`src/rtl/sqr_pkg.sv`:
```
`default_nettype none

package sqr_pkg;

  // Field widths fixed by the interface.
  localparam int unsigned TIME_W  = 32;
  localparam int unsigned GAS_W   = 32;
  localparam int unsigned CFG_W   = 16;
  localparam int unsigned RATIO_W = 32;

  // Configuration register indexes.
  localparam int unsigned CFG_IDX_W = 1;
  localparam logic [CFG_IDX_W-1:0] CFG_PERIOD_MS = 1'b0;
  localparam logic [CFG_IDX_W-1:0] CFG_HALF_MS   = 1'b1;

  // Register reset values.
  localparam logic [CFG_W-1:0] PERIOD_MS_RST = 16'd200;
  localparam logic [CFG_W-1:0] HALF_MS_RST   = 16'd100;

  // Default window capacity per sensor and heater half.
  localparam int unsigned MAX_SAMPLES_DEF = 16;

  // Step counter of the shift-subtract dividers (32 quotient bits each).
  localparam int unsigned STEP_W = 5;
  localparam logic [STEP_W-1:0] STEP_LAST = 5'd31;

  // Number of sensors.
  localparam int unsigned NSENS = 2;

  // Queue depth between the classifier and the accumulator.
  localparam int unsigned QUEUE_DEPTH = 2;

  // One classified sample word as it travels through the queue.
  typedef struct packed {
    logic [TIME_W-1:0] time_ms;
    logic [GAS_W-1:0]  gas_a;
    logic              ok_a;
    logic [GAS_W-1:0]  gas_b;
    logic              ok_b;
    logic              low;     // phase falls in the low-heat half
    logic              close;   // sample opens a new cycle
  } sample_t;

  // Queue status toward its two sides.
  typedef struct packed {
    logic full;
    logic empty;
  } queue_stat_t;

endpackage

`default_nettype wire

```
`src/rtl/sqr_front.sv`:
```
`default_nettype none

module sqr_front (
  input  wire                               clk_i,
  input  wire                               rst_ni,
  // Configuration writes
  input  wire                               cfg_we_i,
  input  wire  [sqr_pkg::CFG_IDX_W-1:0]     cfg_idx_i,
  input  wire  [sqr_pkg::CFG_W-1:0]         cfg_data_i,
  // Input words
  input  wire                               in_valid_i,
  output logic                              in_ready_o,
  input  wire  [sqr_pkg::TIME_W-1:0]        time_ms_i,
  input  wire  [sqr_pkg::GAS_W-1:0]         gas_a_i,
  input  wire                               ok_a_i,
  input  wire  [sqr_pkg::GAS_W-1:0]         gas_b_i,
  input  wire                               ok_b_i,
  // Toward the queue
  input  sqr_pkg::queue_stat_t              q_stat_i,
  output logic                              push_o,
  output sqr_pkg::sample_t                  sample_o
);

  typedef enum logic [2:0] {
    F_IDLE = 3'b001,
    F_DIV  = 3'b010,
    F_PUSH = 3'b100
  } front_state_e;

  front_state_e state_q, state_d;

  logic [sqr_pkg::CFG_W-1:0]  period_q, half_q;
  logic [sqr_pkg::CFG_W-1:0]  per_q, per_d;
  logic [sqr_pkg::CFG_W-1:0]  rem_q, rem_d;
  logic [sqr_pkg::TIME_W-1:0] quo_q, quo_d;
  logic [sqr_pkg::STEP_W-1:0] step_q, step_d;
  logic [sqr_pkg::TIME_W-1:0] cur_cycle_q, cur_cycle_d;
  logic [sqr_pkg::TIME_W-1:0] time_q;
  logic [sqr_pkg::GAS_W-1:0]  gas_a_q, gas_b_q;
  logic                       ok_a_q, ok_b_q;
  logic [sqr_pkg::CFG_W:0]    trial;
  logic [sqr_pkg::CFG_W:0]    diff;
  logic                       ge;
  logic                       accept;

  assign in_ready_o = (state_q == F_IDLE);
  assign accept     = in_valid_i && in_ready_o;

  // Configuration registers.
  always_ff @(posedge clk_i or negedge rst_ni) begin
    if (!rst_ni) begin
      period_q <= sqr_pkg::PERIOD_MS_RST;
      half_q   <= sqr_pkg::HALF_MS_RST;
    end else if (cfg_we_i) begin
      case (cfg_idx_i)
        sqr_pkg::CFG_PERIOD_MS: period_q <= cfg_data_i;
        sqr_pkg::CFG_HALF_MS:   half_q   <= cfg_data_i;
        default: ;
      endcase
    end
  end

  // One restoring step of time / period: the quotient bits replace the
  // time bits as they are shifted out, the remainder ends up as the phase.
  assign trial = {rem_q, quo_q[sqr_pkg::TIME_W-1]};
  assign diff  = trial - {1'b0, per_q};
  assign ge    = (trial >= {1'b0, per_q});

  always_comb begin
    state_d     = state_q;
    per_d       = per_q;
    rem_d       = rem_q;
    quo_d       = quo_q;
    step_d      = step_q;
    cur_cycle_d = cur_cycle_q;
    push_o      = 1'b0;
    case (state_q)
      F_IDLE: begin
        if (accept) begin
          per_d   = (period_q == '0) ? sqr_pkg::CFG_W'(1) : period_q;
          rem_d   = '0;
          quo_d   = time_ms_i;
          step_d  = '0;
          state_d = F_DIV;
        end
      end
      F_DIV: begin
        rem_d  = ge ? diff[sqr_pkg::CFG_W-1:0] : trial[sqr_pkg::CFG_W-1:0];
        quo_d  = {quo_q[sqr_pkg::TIME_W-2:0], ge};
        step_d = step_q + 1'b1;
        if (step_q == sqr_pkg::STEP_LAST) begin
          state_d = F_PUSH;
        end
      end
      F_PUSH: begin
        if (!q_stat_i.full) begin
          push_o      = 1'b1;
          cur_cycle_d = quo_q;
          state_d     = F_IDLE;
        end
      end
      default: state_d = F_IDLE;
    endcase
  end

  // Classified word for the queue.
  always_comb begin
    sample_o.time_ms = time_q;
    sample_o.gas_a   = gas_a_q;
    sample_o.ok_a    = ok_a_q;
    sample_o.gas_b   = gas_b_q;
    sample_o.ok_b    = ok_b_q;
    sample_o.low     = (rem_q < half_q);
    sample_o.close   = (quo_q != cur_cycle_q);
  end

  always_ff @(posedge clk_i or negedge rst_ni) begin
    if (!rst_ni) begin
      state_q     <= F_IDLE;
      step_q      <= '0;
      cur_cycle_q <= '0;
    end else begin
      state_q     <= state_d;
      step_q      <= step_d;
      cur_cycle_q <= cur_cycle_d;
    end
  end

  // Datapath registers.
  always_ff @(posedge clk_i) begin
    per_q <= per_d;
    rem_q <= rem_d;
    quo_q <= quo_d;
    if (accept) begin
      time_q  <= time_ms_i;
      gas_a_q <= gas_a_i;
      ok_a_q  <= ok_a_i;
      gas_b_q <= gas_b_i;
      ok_b_q  <= ok_b_i;
    end
  end

  // A pushed word returns the classifier to idle on the next edge.
  a_push_frees: assert property (@(posedge clk_i) disable iff (!rst_ni)
    push_o |=> (state_q == F_IDLE))
    else $error("classifier did not return to idle after a push");

endmodule

`default_nettype wire

```
`src/rtl/sqr_queue.sv`:
```
`default_nettype none

module sqr_queue (
  input  wire                  clk_i,
  input  wire                  rst_ni,
  input  wire                  push_i,
  input  sqr_pkg::sample_t     sample_i,
  input  wire                  pop_i,
  output sqr_pkg::sample_t     sample_o,
  output sqr_pkg::queue_stat_t stat_o
);

  localparam int unsigned PtrW = $clog2(sqr_pkg::QUEUE_DEPTH);

  sqr_pkg::sample_t mem_q [sqr_pkg::QUEUE_DEPTH];

  logic [PtrW-1:0] wr_ptr_q, rd_ptr_q;
  logic [PtrW:0]   count_q;

  assign stat_o.full  = (count_q == (PtrW+1)'(sqr_pkg::QUEUE_DEPTH));
  assign stat_o.empty = (count_q == '0);
  assign sample_o     = mem_q[rd_ptr_q];

  // Storage.
  always_ff @(posedge clk_i) begin
    if (push_i) begin
      mem_q[wr_ptr_q] <= sample_i;
    end
  end

  // Pointers and fill count.
  always_ff @(posedge clk_i or negedge rst_ni) begin
    if (!rst_ni) begin
      wr_ptr_q <= '0;
      rd_ptr_q <= '0;
      count_q  <= '0;
    end else begin
      if (push_i) begin
        wr_ptr_q <= wr_ptr_q + 1'b1;
      end
      if (pop_i) begin
        rd_ptr_q <= rd_ptr_q + 1'b1;
      end
      case ({push_i, pop_i})
        2'b10:   count_q <= count_q + 1'b1;
        2'b01:   count_q <= count_q - 1'b1;
        default: count_q <= count_q;
      endcase
    end
  end

  a_no_overflow: assert property (@(posedge clk_i) disable iff (!rst_ni)
    push_i |-> !stat_o.full)
    else $error("push into a full queue");

  a_no_underflow: assert property (@(posedge clk_i) disable iff (!rst_ni)
    pop_i |-> !stat_o.empty)
    else $error("pop from an empty queue");

endmodule

`default_nettype wire

```
`src/rtl/sqr_back.sv`:
```
`default_nettype none

module sqr_back #(
  parameter int unsigned MAX_SAMPLES = sqr_pkg::MAX_SAMPLES_DEF
) (
  input  wire                              clk_i,
  input  wire                              rst_ni,
  // From the queue
  input  sqr_pkg::queue_stat_t             q_stat_i,
  input  sqr_pkg::sample_t                 sample_i,
  output logic                             pop_o,
  // Result words
  output logic                             out_valid_o,
  input  wire                              out_ready_i,
  output logic [sqr_pkg::TIME_W-1:0]       stamp_ms_o,
  output logic [sqr_pkg::RATIO_W-1:0]      ratio_a_o,
  output logic                             valid_a_o,
  output logic [sqr_pkg::RATIO_W-1:0]      ratio_b_o,
  output logic                             valid_b_o
);

  localparam int unsigned CntW = $clog2(MAX_SAMPLES + 1);
  localparam int unsigned SumW = sqr_pkg::GAS_W + $clog2(MAX_SAMPLES);
  localparam int unsigned NumW = SumW + CntW;
  localparam int unsigned QW   = sqr_pkg::RATIO_W;
  localparam int unsigned FracW = QW / 2;
  localparam logic [CntW-1:0] CntMax = CntW'(MAX_SAMPLES);

  typedef enum logic [5:0] {
    B_IDLE = 6'b000001,
    B_MUL  = 6'b000010,
    B_CHK  = 6'b000100,
    B_DIV  = 6'b001000,
    B_EMIT = 6'b010000,
    B_ACC  = 6'b100000
  } back_state_e;

  back_state_e state_q, state_d;

  logic [SumW-1:0] lsum_q [sqr_pkg::NSENS];
  logic [SumW-1:0] hsum_q [sqr_pkg::NSENS];
  logic [CntW-1:0] lcnt_q [sqr_pkg::NSENS];
  logic [CntW-1:0] hcnt_q [sqr_pkg::NSENS];
  logic [SumW-1:0] lsum_d [sqr_pkg::NSENS];
  logic [SumW-1:0] hsum_d [sqr_pkg::NSENS];
  logic [CntW-1:0] lcnt_d [sqr_pkg::NSENS];
  logic [CntW-1:0] hcnt_d [sqr_pkg::NSENS];
  logic [sqr_pkg::GAS_W-1:0] gas [sqr_pkg::NSENS];
  logic                      ok  [sqr_pkg::NSENS];

  logic [QW-1:0] res_ratio_q [sqr_pkg::NSENS];
  logic          res_vld_q   [sqr_pkg::NSENS];

  logic                       sel_q;
  logic [NumW-1:0]            num_q, den_q;
  logic                       inv_q;
  logic [NumW-1:0]            rem_q;
  logic [QW-1:0]              quo_q;
  logic [sqr_pkg::STEP_W-1:0] step_q;
  logic                       out_free;
  logic                       saturate;
  logic [NumW:0]              trial, diff;
  logic                       ge;

  assign out_free = !out_valid_o || out_ready_i;
  assign saturate = ({{FracW{1'b0}}, num_q} >= {den_q, {FracW{1'b0}}});
  assign trial    = {rem_q, quo_q[QW-1]};
  assign diff     = trial - {1'b0, den_q};
  assign ge       = (trial >= {1'b0, den_q});

  assign gas[0] = sample_i.gas_a;
  assign gas[1] = sample_i.gas_b;
  assign ok[0]  = sample_i.ok_a;
  assign ok[1]  = sample_i.ok_b;

  // Sequencer: ratios for both sensors on a closing word, then accumulate.
  always_comb begin
    state_d = state_q;
    pop_o   = 1'b0;
    case (state_q)
      B_IDLE: begin
        if (!q_stat_i.empty) begin
          state_d = sample_i.close ? B_MUL : B_ACC;
        end
      end
      B_MUL: state_d = B_CHK;
      B_CHK: begin
        if (inv_q || saturate) begin
          state_d = sel_q ? B_EMIT : B_MUL;
        end else begin
          state_d = B_DIV;
        end
      end
      B_DIV: begin
        if (step_q == sqr_pkg::STEP_LAST) begin
          state_d = sel_q ? B_EMIT : B_MUL;
        end
      end
      B_EMIT: begin
        if (out_free) begin
          state_d = B_ACC;
        end
      end
      B_ACC: begin
        pop_o   = 1'b1;
        state_d = B_IDLE;
      end
      default: state_d = B_IDLE;
    endcase
  end

  // Window update: a closing word clears the window before it is added.
  always_comb begin
    for (int s = 0; s < sqr_pkg::NSENS; s++) begin
      lsum_d[s] = lsum_q[s];
      hsum_d[s] = hsum_q[s];
      lcnt_d[s] = lcnt_q[s];
      hcnt_d[s] = hcnt_q[s];
      if (state_q == B_ACC) begin
        if (sample_i.close) begin
          lsum_d[s] = '0;
          hsum_d[s] = '0;
          lcnt_d[s] = '0;
          hcnt_d[s] = '0;
        end
        if (ok[s]) begin
          if (sample_i.low) begin
            if (lcnt_d[s] < CntMax) begin
              lsum_d[s] = lsum_d[s] + SumW'(gas[s]);
              lcnt_d[s] = lcnt_d[s] + 1'b1;
            end
          end else begin
            if (hcnt_d[s] < CntMax) begin
              hsum_d[s] = hsum_d[s] + SumW'(gas[s]);
              hcnt_d[s] = hcnt_d[s] + 1'b1;
            end
          end
        end
      end
    end
  end

  always_ff @(posedge clk_i or negedge rst_ni) begin
    if (!rst_ni) begin
      state_q     <= B_IDLE;
      out_valid_o <= 1'b0;
      sel_q       <= 1'b0;
      step_q      <= '0;
      for (int s = 0; s < sqr_pkg::NSENS; s++) begin
        lsum_q[s] <= '0;
        hsum_q[s] <= '0;
        lcnt_q[s] <= '0;
        hcnt_q[s] <= '0;
      end
    end else begin
      state_q <= state_d;
      for (int s = 0; s < sqr_pkg::NSENS; s++) begin
        lsum_q[s] <= lsum_d[s];
        hsum_q[s] <= hsum_d[s];
        lcnt_q[s] <= lcnt_d[s];
        hcnt_q[s] <= hcnt_d[s];
      end
      // Output register handshake.
      if (state_q == B_EMIT && out_free) begin
        out_valid_o <= 1'b1;
      end else if (out_ready_i) begin
        out_valid_o <= 1'b0;
      end
      // Sensor select and divider step count.
      if (state_q == B_IDLE) begin
        sel_q <= 1'b0;
      end else if ((state_q == B_CHK && (inv_q || saturate)) ||
                   (state_q == B_DIV && step_q == sqr_pkg::STEP_LAST)) begin
        sel_q <= 1'b1;
      end
      if (state_q == B_DIV) begin
        step_q <= step_q + 1'b1;
      end else begin
        step_q <= '0;
      end
    end
  end

  // Ratio datapath: cross products, then floor(num * 2^16 / den) bit by bit.
  always_ff @(posedge clk_i) begin
    case (state_q)
      B_MUL: begin
        num_q <= NumW'(hsum_q[sel_q]) * NumW'(lcnt_q[sel_q]);
        den_q <= NumW'(lsum_q[sel_q]) * NumW'(hcnt_q[sel_q]);
        inv_q <= (lcnt_q[sel_q] == '0) || (hcnt_q[sel_q] == '0) ||
                 (lsum_q[sel_q] == '0);
      end
      B_CHK: begin
        if (inv_q) begin
          res_ratio_q[sel_q] <= '0;
          res_vld_q[sel_q]   <= 1'b0;
        end else if (saturate) begin
          res_ratio_q[sel_q] <= '1;
          res_vld_q[sel_q]   <= 1'b1;
        end
        rem_q <= {{FracW{1'b0}}, num_q[NumW-1:FracW]};
        quo_q <= {num_q[FracW-1:0], {FracW{1'b0}}};
      end
      B_DIV: begin
        rem_q <= ge ? diff[NumW-1:0] : trial[NumW-1:0];
        quo_q <= {quo_q[QW-2:0], ge};
        if (step_q == sqr_pkg::STEP_LAST) begin
          res_ratio_q[sel_q] <= {quo_q[QW-2:0], ge};
          res_vld_q[sel_q]   <= 1'b1;
        end
      end
      default: ;
    endcase
    if (state_q == B_EMIT && out_free) begin
      stamp_ms_o <= sample_i.time_ms;
      ratio_a_o  <= res_ratio_q[0];
      valid_a_o  <= res_vld_q[0];
      ratio_b_o  <= res_ratio_q[1];
      valid_b_o  <= res_vld_q[1];
    end
  end

  a_cnt_bound: assert property (@(posedge clk_i) disable iff (!rst_ni)
    (lcnt_q[0] <= CntMax) && (hcnt_q[0] <= CntMax) &&
    (lcnt_q[1] <= CntMax) && (hcnt_q[1] <= CntMax))
    else $error("window count beyond capacity");

  a_emit_then_pop: assert property (@(posedge clk_i) disable iff (!rst_ni)
    (state_q == B_EMIT && out_free) |=> (pop_o && out_valid_o))
    else $error("result loaded without retiring its word");

endmodule

`default_nettype wire

```
`src/rtl/square_wave_phase_ratio.sv`:
```
`default_nettype none

// Square-wave phase ratio for two temperature-modulated gas sensors. Each
// input word is a timestamped pair of sensor readings. The classifier splits
// the time into cycle and phase with a 32-step shift-subtract divider and
// takes a new word only after the last one is pushed. Classified words wait
// in a two-entry queue for the accumulator, which takes a word that stays in
// the current cycle through its idle and accumulate states. A word that
// opens a new cycle first produces one result word (per sensor: high-half
// mean over low-half mean, unsigned Q16.16, saturated to all ones) through a
// shared 32-step divider, waits for the result register to be free, then
// starts the new window. Sums and counts hold at most MAX_SAMPLES readings
// per sensor and half. Configuration, through cfg_we_i/cfg_idx_i/cfg_data_i,
// is to be written only while the block is idle; the block does not enforce
// this. Index 0 is period_ms (reset 200), index 1 is half_ms (reset 100).
module square_wave_phase_ratio #(
  parameter int unsigned MAX_SAMPLES = sqr_pkg::MAX_SAMPLES_DEF
) (
  input  wire                              clk_i,
  input  wire                              rst_ni,
  input  wire                              cfg_we_i,
  input  wire  [sqr_pkg::CFG_IDX_W-1:0]    cfg_idx_i,
  input  wire  [sqr_pkg::CFG_W-1:0]        cfg_data_i,
  input  wire                              in_valid_i,
  output logic                             in_ready_o,
  input  wire  [sqr_pkg::TIME_W-1:0]       time_ms_i,
  input  wire  [sqr_pkg::GAS_W-1:0]        gas_a_i,
  input  wire                              ok_a_i,
  input  wire  [sqr_pkg::GAS_W-1:0]        gas_b_i,
  input  wire                              ok_b_i,
  output logic                             out_valid_o,
  input  wire                              out_ready_i,
  output logic [sqr_pkg::TIME_W-1:0]       stamp_ms_o,
  output logic [sqr_pkg::RATIO_W-1:0]      ratio_a_o,
  output logic                             valid_a_o,
  output logic [sqr_pkg::RATIO_W-1:0]      ratio_b_o,
  output logic                             valid_b_o
);

  sqr_pkg::queue_stat_t q_stat;
  sqr_pkg::sample_t     push_sample, head_sample;
  logic                 push, pop;

  // Classifier: cycle and phase of each word.
  sqr_front u_front (
    .clk_i      (clk_i),
    .rst_ni     (rst_ni),
    .cfg_we_i   (cfg_we_i),
    .cfg_idx_i  (cfg_idx_i),
    .cfg_data_i (cfg_data_i),
    .in_valid_i (in_valid_i),
    .in_ready_o (in_ready_o),
    .time_ms_i  (time_ms_i),
    .gas_a_i    (gas_a_i),
    .ok_a_i     (ok_a_i),
    .gas_b_i    (gas_b_i),
    .ok_b_i     (ok_b_i),
    .q_stat_i   (q_stat),
    .push_o     (push),
    .sample_o   (push_sample)
  );

  // Queue between classifier and accumulator.
  sqr_queue u_queue (
    .clk_i    (clk_i),
    .rst_ni   (rst_ni),
    .push_i   (push),
    .sample_i (push_sample),
    .pop_i    (pop),
    .sample_o (head_sample),
    .stat_o   (q_stat)
  );

  // Accumulator and ratio unit.
  sqr_back #(
    .MAX_SAMPLES (MAX_SAMPLES)
  ) u_back (
    .clk_i       (clk_i),
    .rst_ni      (rst_ni),
    .q_stat_i    (q_stat),
    .sample_i    (head_sample),
    .pop_o       (pop),
    .out_valid_o (out_valid_o),
    .out_ready_i (out_ready_i),
    .stamp_ms_o  (stamp_ms_o),
    .ratio_a_o   (ratio_a_o),
    .valid_a_o   (valid_a_o),
    .ratio_b_o   (ratio_b_o),
    .valid_b_o   (valid_b_o)
  );

endmodule

`default_nettype wire
```
`config.mk`:
```
export PLATFORM = sky130hd
export DESIGN_NAME = square_wave_phase_ratio
export DESIGN_NICKNAME = d
export VERILOG_FILES = /design/src/rtl/sqr_pkg.sv /design/src/rtl/sqr_front.sv /design/src/rtl/sqr_queue.sv /design/src/rtl/sqr_back.sv /design/src/rtl/square_wave_phase_ratio.sv
export SDC_FILE = /design/constraint.sdc
export NUM_CORES = 2
export LEC_CHECK = 0
export BUFFER_PORTS_ARGS = -buffer_cell sky130_fd_sc_hd__buf_2
export CORE_MARGIN = 4
export CORE_UTILIZATION = 31
export DETAILED_ROUTE_END_ITERATION = 12
export PLACE_DENSITY = 0.49
export REMOVE_ABC_BUFFERS = 1
export SETUP_SLACK_MARGIN = 0.02
export SLEW_MARGIN = 20
export SYNTH_ARGS = -nofsm -noshare
export SYNTH_HDL_FRONTEND = slang
export SYNTH_SLANG_ARGS = --single-unit
```
`constraint.sdc`:
```
create_clock -name clk_i -period 6.75 [get_ports clk_i]
set_input_delay 0.675 -clock clk_i [delete_from_list [all_inputs] [get_ports clk_i]]
set_output_delay 0.675 -clock clk_i [all_outputs]
set_load 0.03 [all_outputs]
```
==> metrics.log <==
[metrics] primary flip-flop cell chosen by synthesis mapping: edfxtp_1
[metrics] reported max-cap violation count: 0
[metrics] Compound-Gate Fraction of Synth Area: 11.5%
[metrics] global-route congestion overflow total: 0
[metrics] fill cell count: 18142
[metrics] category of the critical setup timing path: reg -> reg
[metrics] count of flip-flops with a built-in enable after synthesis: 682
[metrics] synthesized instance count: 5257
[metrics] total core area: 0.182 mm²
[metrics] total routing usage reported by global routing: between 15 and 20%
[metrics] sequential-to-total area share from yosys stat: 47.2%
[metrics] unrepaired setup endpoints after global routing: false
[metrics] fraction of synthesized cell area in xor and xnor cells: under 10%
[metrics] number of DRC violations after detailed routing: 0
[metrics] total negative setup slack: 0 ps
[metrics] synthesis-to-finish area growth: 14.5%
[metrics] total of flip-flops plus latches after synthesis: 935
[metrics] cell at the slowest stage of the critical path: mux2i_1
[metrics] TritonCTS clock tree: yes
[metrics] Power Density: 310 mW/mm²
[metrics] area post-placement: 0.0611 mm²
[metrics] buffer levels on the longest clock path: 3
[metrics] maximum fanout count along the critical path: 24
[metrics] most frequent cells in the layout: edfxtp_1, nand2_1, nor2_1, inv_1, ha_1
[metrics] Port Buffer Count: 219
[metrics] chip width: 436 µm
[metrics] wire length of the first global-routing pass: 236000 µm
[metrics] category of the worst setup path capture point: register
[metrics] Final Hold Vio Count: 0
[metrics] CP max stage delay: between 700 and 800 ps
[metrics] H-Tree Level Count: 3
[metrics] crit-path most repeated cell: fa_1
[metrics] status: finished clean
[metrics] DP HPWL: 112000 µm
[metrics] leading cell type in the layout, fill and taps excluded: edfxtp_1
[metrics] WL final: 151000 µm
[metrics] final worst-path cycle share: 94.4%
[metrics] die height: between 400 and 500 µm
[metrics] Clk pin slew, worst setup/hold paths: roughly 60 ps
[metrics] number of global-route vias before repair: 39829
[metrics] Worst Path Required: 7200 ps
[metrics] worst path cell trace: buf_12, mux2i_1, nor2_1, fa_1, fa_1, inv_1, fa_1, inv_1, ha_1, and3_1, and4_1, and3b_1, a211oi_1, a211oi_1, buf_4, o21ai_0, a21oi_1, buf_4, a221oi_1, xnor2_1
[metrics] TritonCTS Buffers: 108
[metrics] post-route cell area: 0.0650 mm²
[metrics] number of antenna-violating nets in the routed design: 0
[metrics] Worst-Margin Slew: 990 ps
[metrics] mux cell area share after synthesis: 5.00%
[metrics] number of cell rows: 156
[metrics] HP Class: in -> reg
[metrics] average detailed-routed wire length per instance: 18.9 µm
[metrics] Syn Std Cell Area: 0.0568 mm²
[metrics] time the final worst path needs with I/O delays and setup: roughly 6400 ps
[metrics] startpoint kind of the worst setup timing path: register
[metrics] worst voltage drop across the vdd grid: ~0.23 mV
[metrics] Clock Tree Root: clkbuf_16
[metrics] dominant combinational cell family by area after synthesis: adder cells
[metrics] average size of a mapped cell: 10.8 µm²
[metrics] final weighted congestion of routability-driven global placement: between 0.8 and 0.9
[metrics] Final Slew Violations: 0
[metrics] number of vias after detailed routing: 39010
[metrics] number of antenna violations at the first check in global routing: 4
[metrics] number of search-and-repair iterations in the first detailed-routing pass: 5
[metrics] share of flip-flops with an asynchronous set or reset: 27.1%
[metrics] die area: 0.190 mm²
[metrics] # IOs: 220
[metrics] Iteration-0 DRC Markers: 2385
[metrics] arrival time worst endpoint: 6820 ps
[metrics] post-route total power: 0.0202 W
[metrics] number of nets at the end of the flow: 6187
[metrics] unique cell type count in the Yosys netlist: 91
[metrics] clock tree sinks: between 900 and 1000
[metrics] Clock Latency Late Sink: about 800 ps
[metrics] hold-critical path depth: 1
[metrics] timing-limited maximum frequency: 157 MHz
[metrics] cell depth of the worst flop-to-flop path: 20
[metrics] YS warnings: 0
[metrics] effective utilization at floorplan: 31.3%
[metrics] P_leak: about 27 nW
[metrics] maximum number of pins on one net before global-route repair: 131
[metrics] clock tree skew after final layout: 83.7 ps
[metrics] number of setup violations in the final report: 0
[metrics] number of vias per cell after detailed routing: 4.88
[metrics] area fraction in and, or, nand and nor cells after synthesis: 13.4%
[metrics] utilization of the core after routing: a little over a third
[metrics] Slew HR: 34.0%
[metrics] adder and majority cell fraction of the synthesized area: ~15%
[metrics] fraction of final layout cells with drive strength greater than 1: 13.7%
## cells by family after synthesis
kind of cell             count (synthesis)
AND/OR/NAND/NOR                       1645
adder cells (fa/ha/maj)                542
buffers and inverters                  594
flip-flops                             935
XOR/XNOR                               271
AO/OA/AOI/OAI                         1007
multiplexers                           263
## power breakdown
group | switching [W] | internal, W
sequential | 0.000686 | 0.00710
combinational | 0.00399 | 0.00248
clock | 0.00255 | 0.00335
## stage by stage
step / hold WS [ps] / cells / worst slack (ps)
after floorplan: 379 / 5080 / -2790
after CTS: 1.40 / 7986 / 309
after global routing: 32.7 / 7988 / 22.3
after detailed placement: 405 / 7753 / 305
after global placement: 404 / 7753 / 372
final: 84.1 / 7988 / 380
## Yosys cell counts, drive strengths merged, types with 9 or more instances
cell    number  share of area [%]
edfxtp     682                 36
nand2      530                3.5
nor2       506                3.3
inv        417                2.8
ha         332                7.3
a21oi      282                2.5
o21ai      266                2.4
dfrtp      245                 11
fa         210                7.4
xnor2      173                2.7
mux2       167                3.3
and2       166                1.8
clkbuf     151                1.0
a21o       128                1.7
xor2        98                1.5
mux2i       96                1.7
nand2b      74               0.81
nand3       69               0.61
or2         61               0.67
nand4       49               0.54
nor3        47               0.41
a22o        41               0.63
a31oi       39               0.50
a211oi      37               0.52
o21a        34               0.45
nor2b       33               0.36
o21bai      31               0.41
and3        29               0.32
buf         26               0.23
nor4        24               0.28
or3         21               0.23
o211ai      20               0.30
o31ai       17               0.25
a21boi      14               0.19
o41ai       11               0.24
o31a        10               0.15
and4         9               0.14
## critical path, delay by kind of cell, from the launching register on
family | cells | cell delay [ps]
adder cells (fa/ha/maj) | 4 | 1770
AO/OA/AOI/OAI | 5 | 1150
AND/OR/NAND/NOR | 4 | 850
multiplexers | 1 | 750
flip-flops | 1 | 740
buffers and inverters | 5 | 710
XOR/XNOR | 1 | 100
## cell type report
type	count	area, µm²	share of cell area, %
tap	2370	2970	4.56
clock buffer	135	2870	4.41
inverter	417	1570	2.41
multi-input combinational	3728	28000	43.0
timing repair buffer	335	2120	3.26
clock inverter	66	719	1.11
sequential	935	26800	41.3
antenna	2	5.00	0.00770
## flip-flops by register name, indices dropped and copies added (netlist names), 41 cells and up
| register | cells |
|---|---|
| u_back.res_ratio_q | 64 |
| u_queue.mem_q | 200 |
| u_back.rem_q | 41 |
| u_back.lsum_q | 72 |
| u_back.num_q | 41 |
| u_back.hsum_q | 72 |
| u_back.den_q | 41 |
## metal layers
layer	track usage, %	up-vias	wire length [µm]
met4	4.96	0	4160
met2	25.2	736	68600
li1	-	18984	-
met3	2.52	186	6760
met1	21.6	19104	71400
met5	0	-	0
## repair_timing
item	CTS	global route
buffers inserted	0	0
endpoints found under the hold margin	100	0
setup endpoints to repair	0	5
gates resized for setup	0	7
hold buffers	32	0
## worst paths after layout
kind | slack, ps | to | startpoint
max | 380 | u_back.num_q[40]$_DFFE_PP_ | u_back.sel_q$_DFFE_PN0P_
min | 80 | u_front.gas_b_q[14]$_DFFE_PP_ | gas_b_i[14]
min reg2reg | 380 | ratio_b_o[17]$_DFFE_PP_ | u_back.res_ratio_q[1][17]$_DFFE_PP_
max reg2reg | 380 | u_back.num_q[40]$_DFFE_PP_ | u_back.sel_q$_DFFE_PN0P_
max in group asynchronous | 4800 | u_back.sel_q$_DFFE_PN0P_ | rst_ni
min in group asynchronous | 510 | u_back.hsum_q[63]$_DFFE_PN0P_ | rst_ni
No activity file was read; power rests on OpenSTA's default activity.
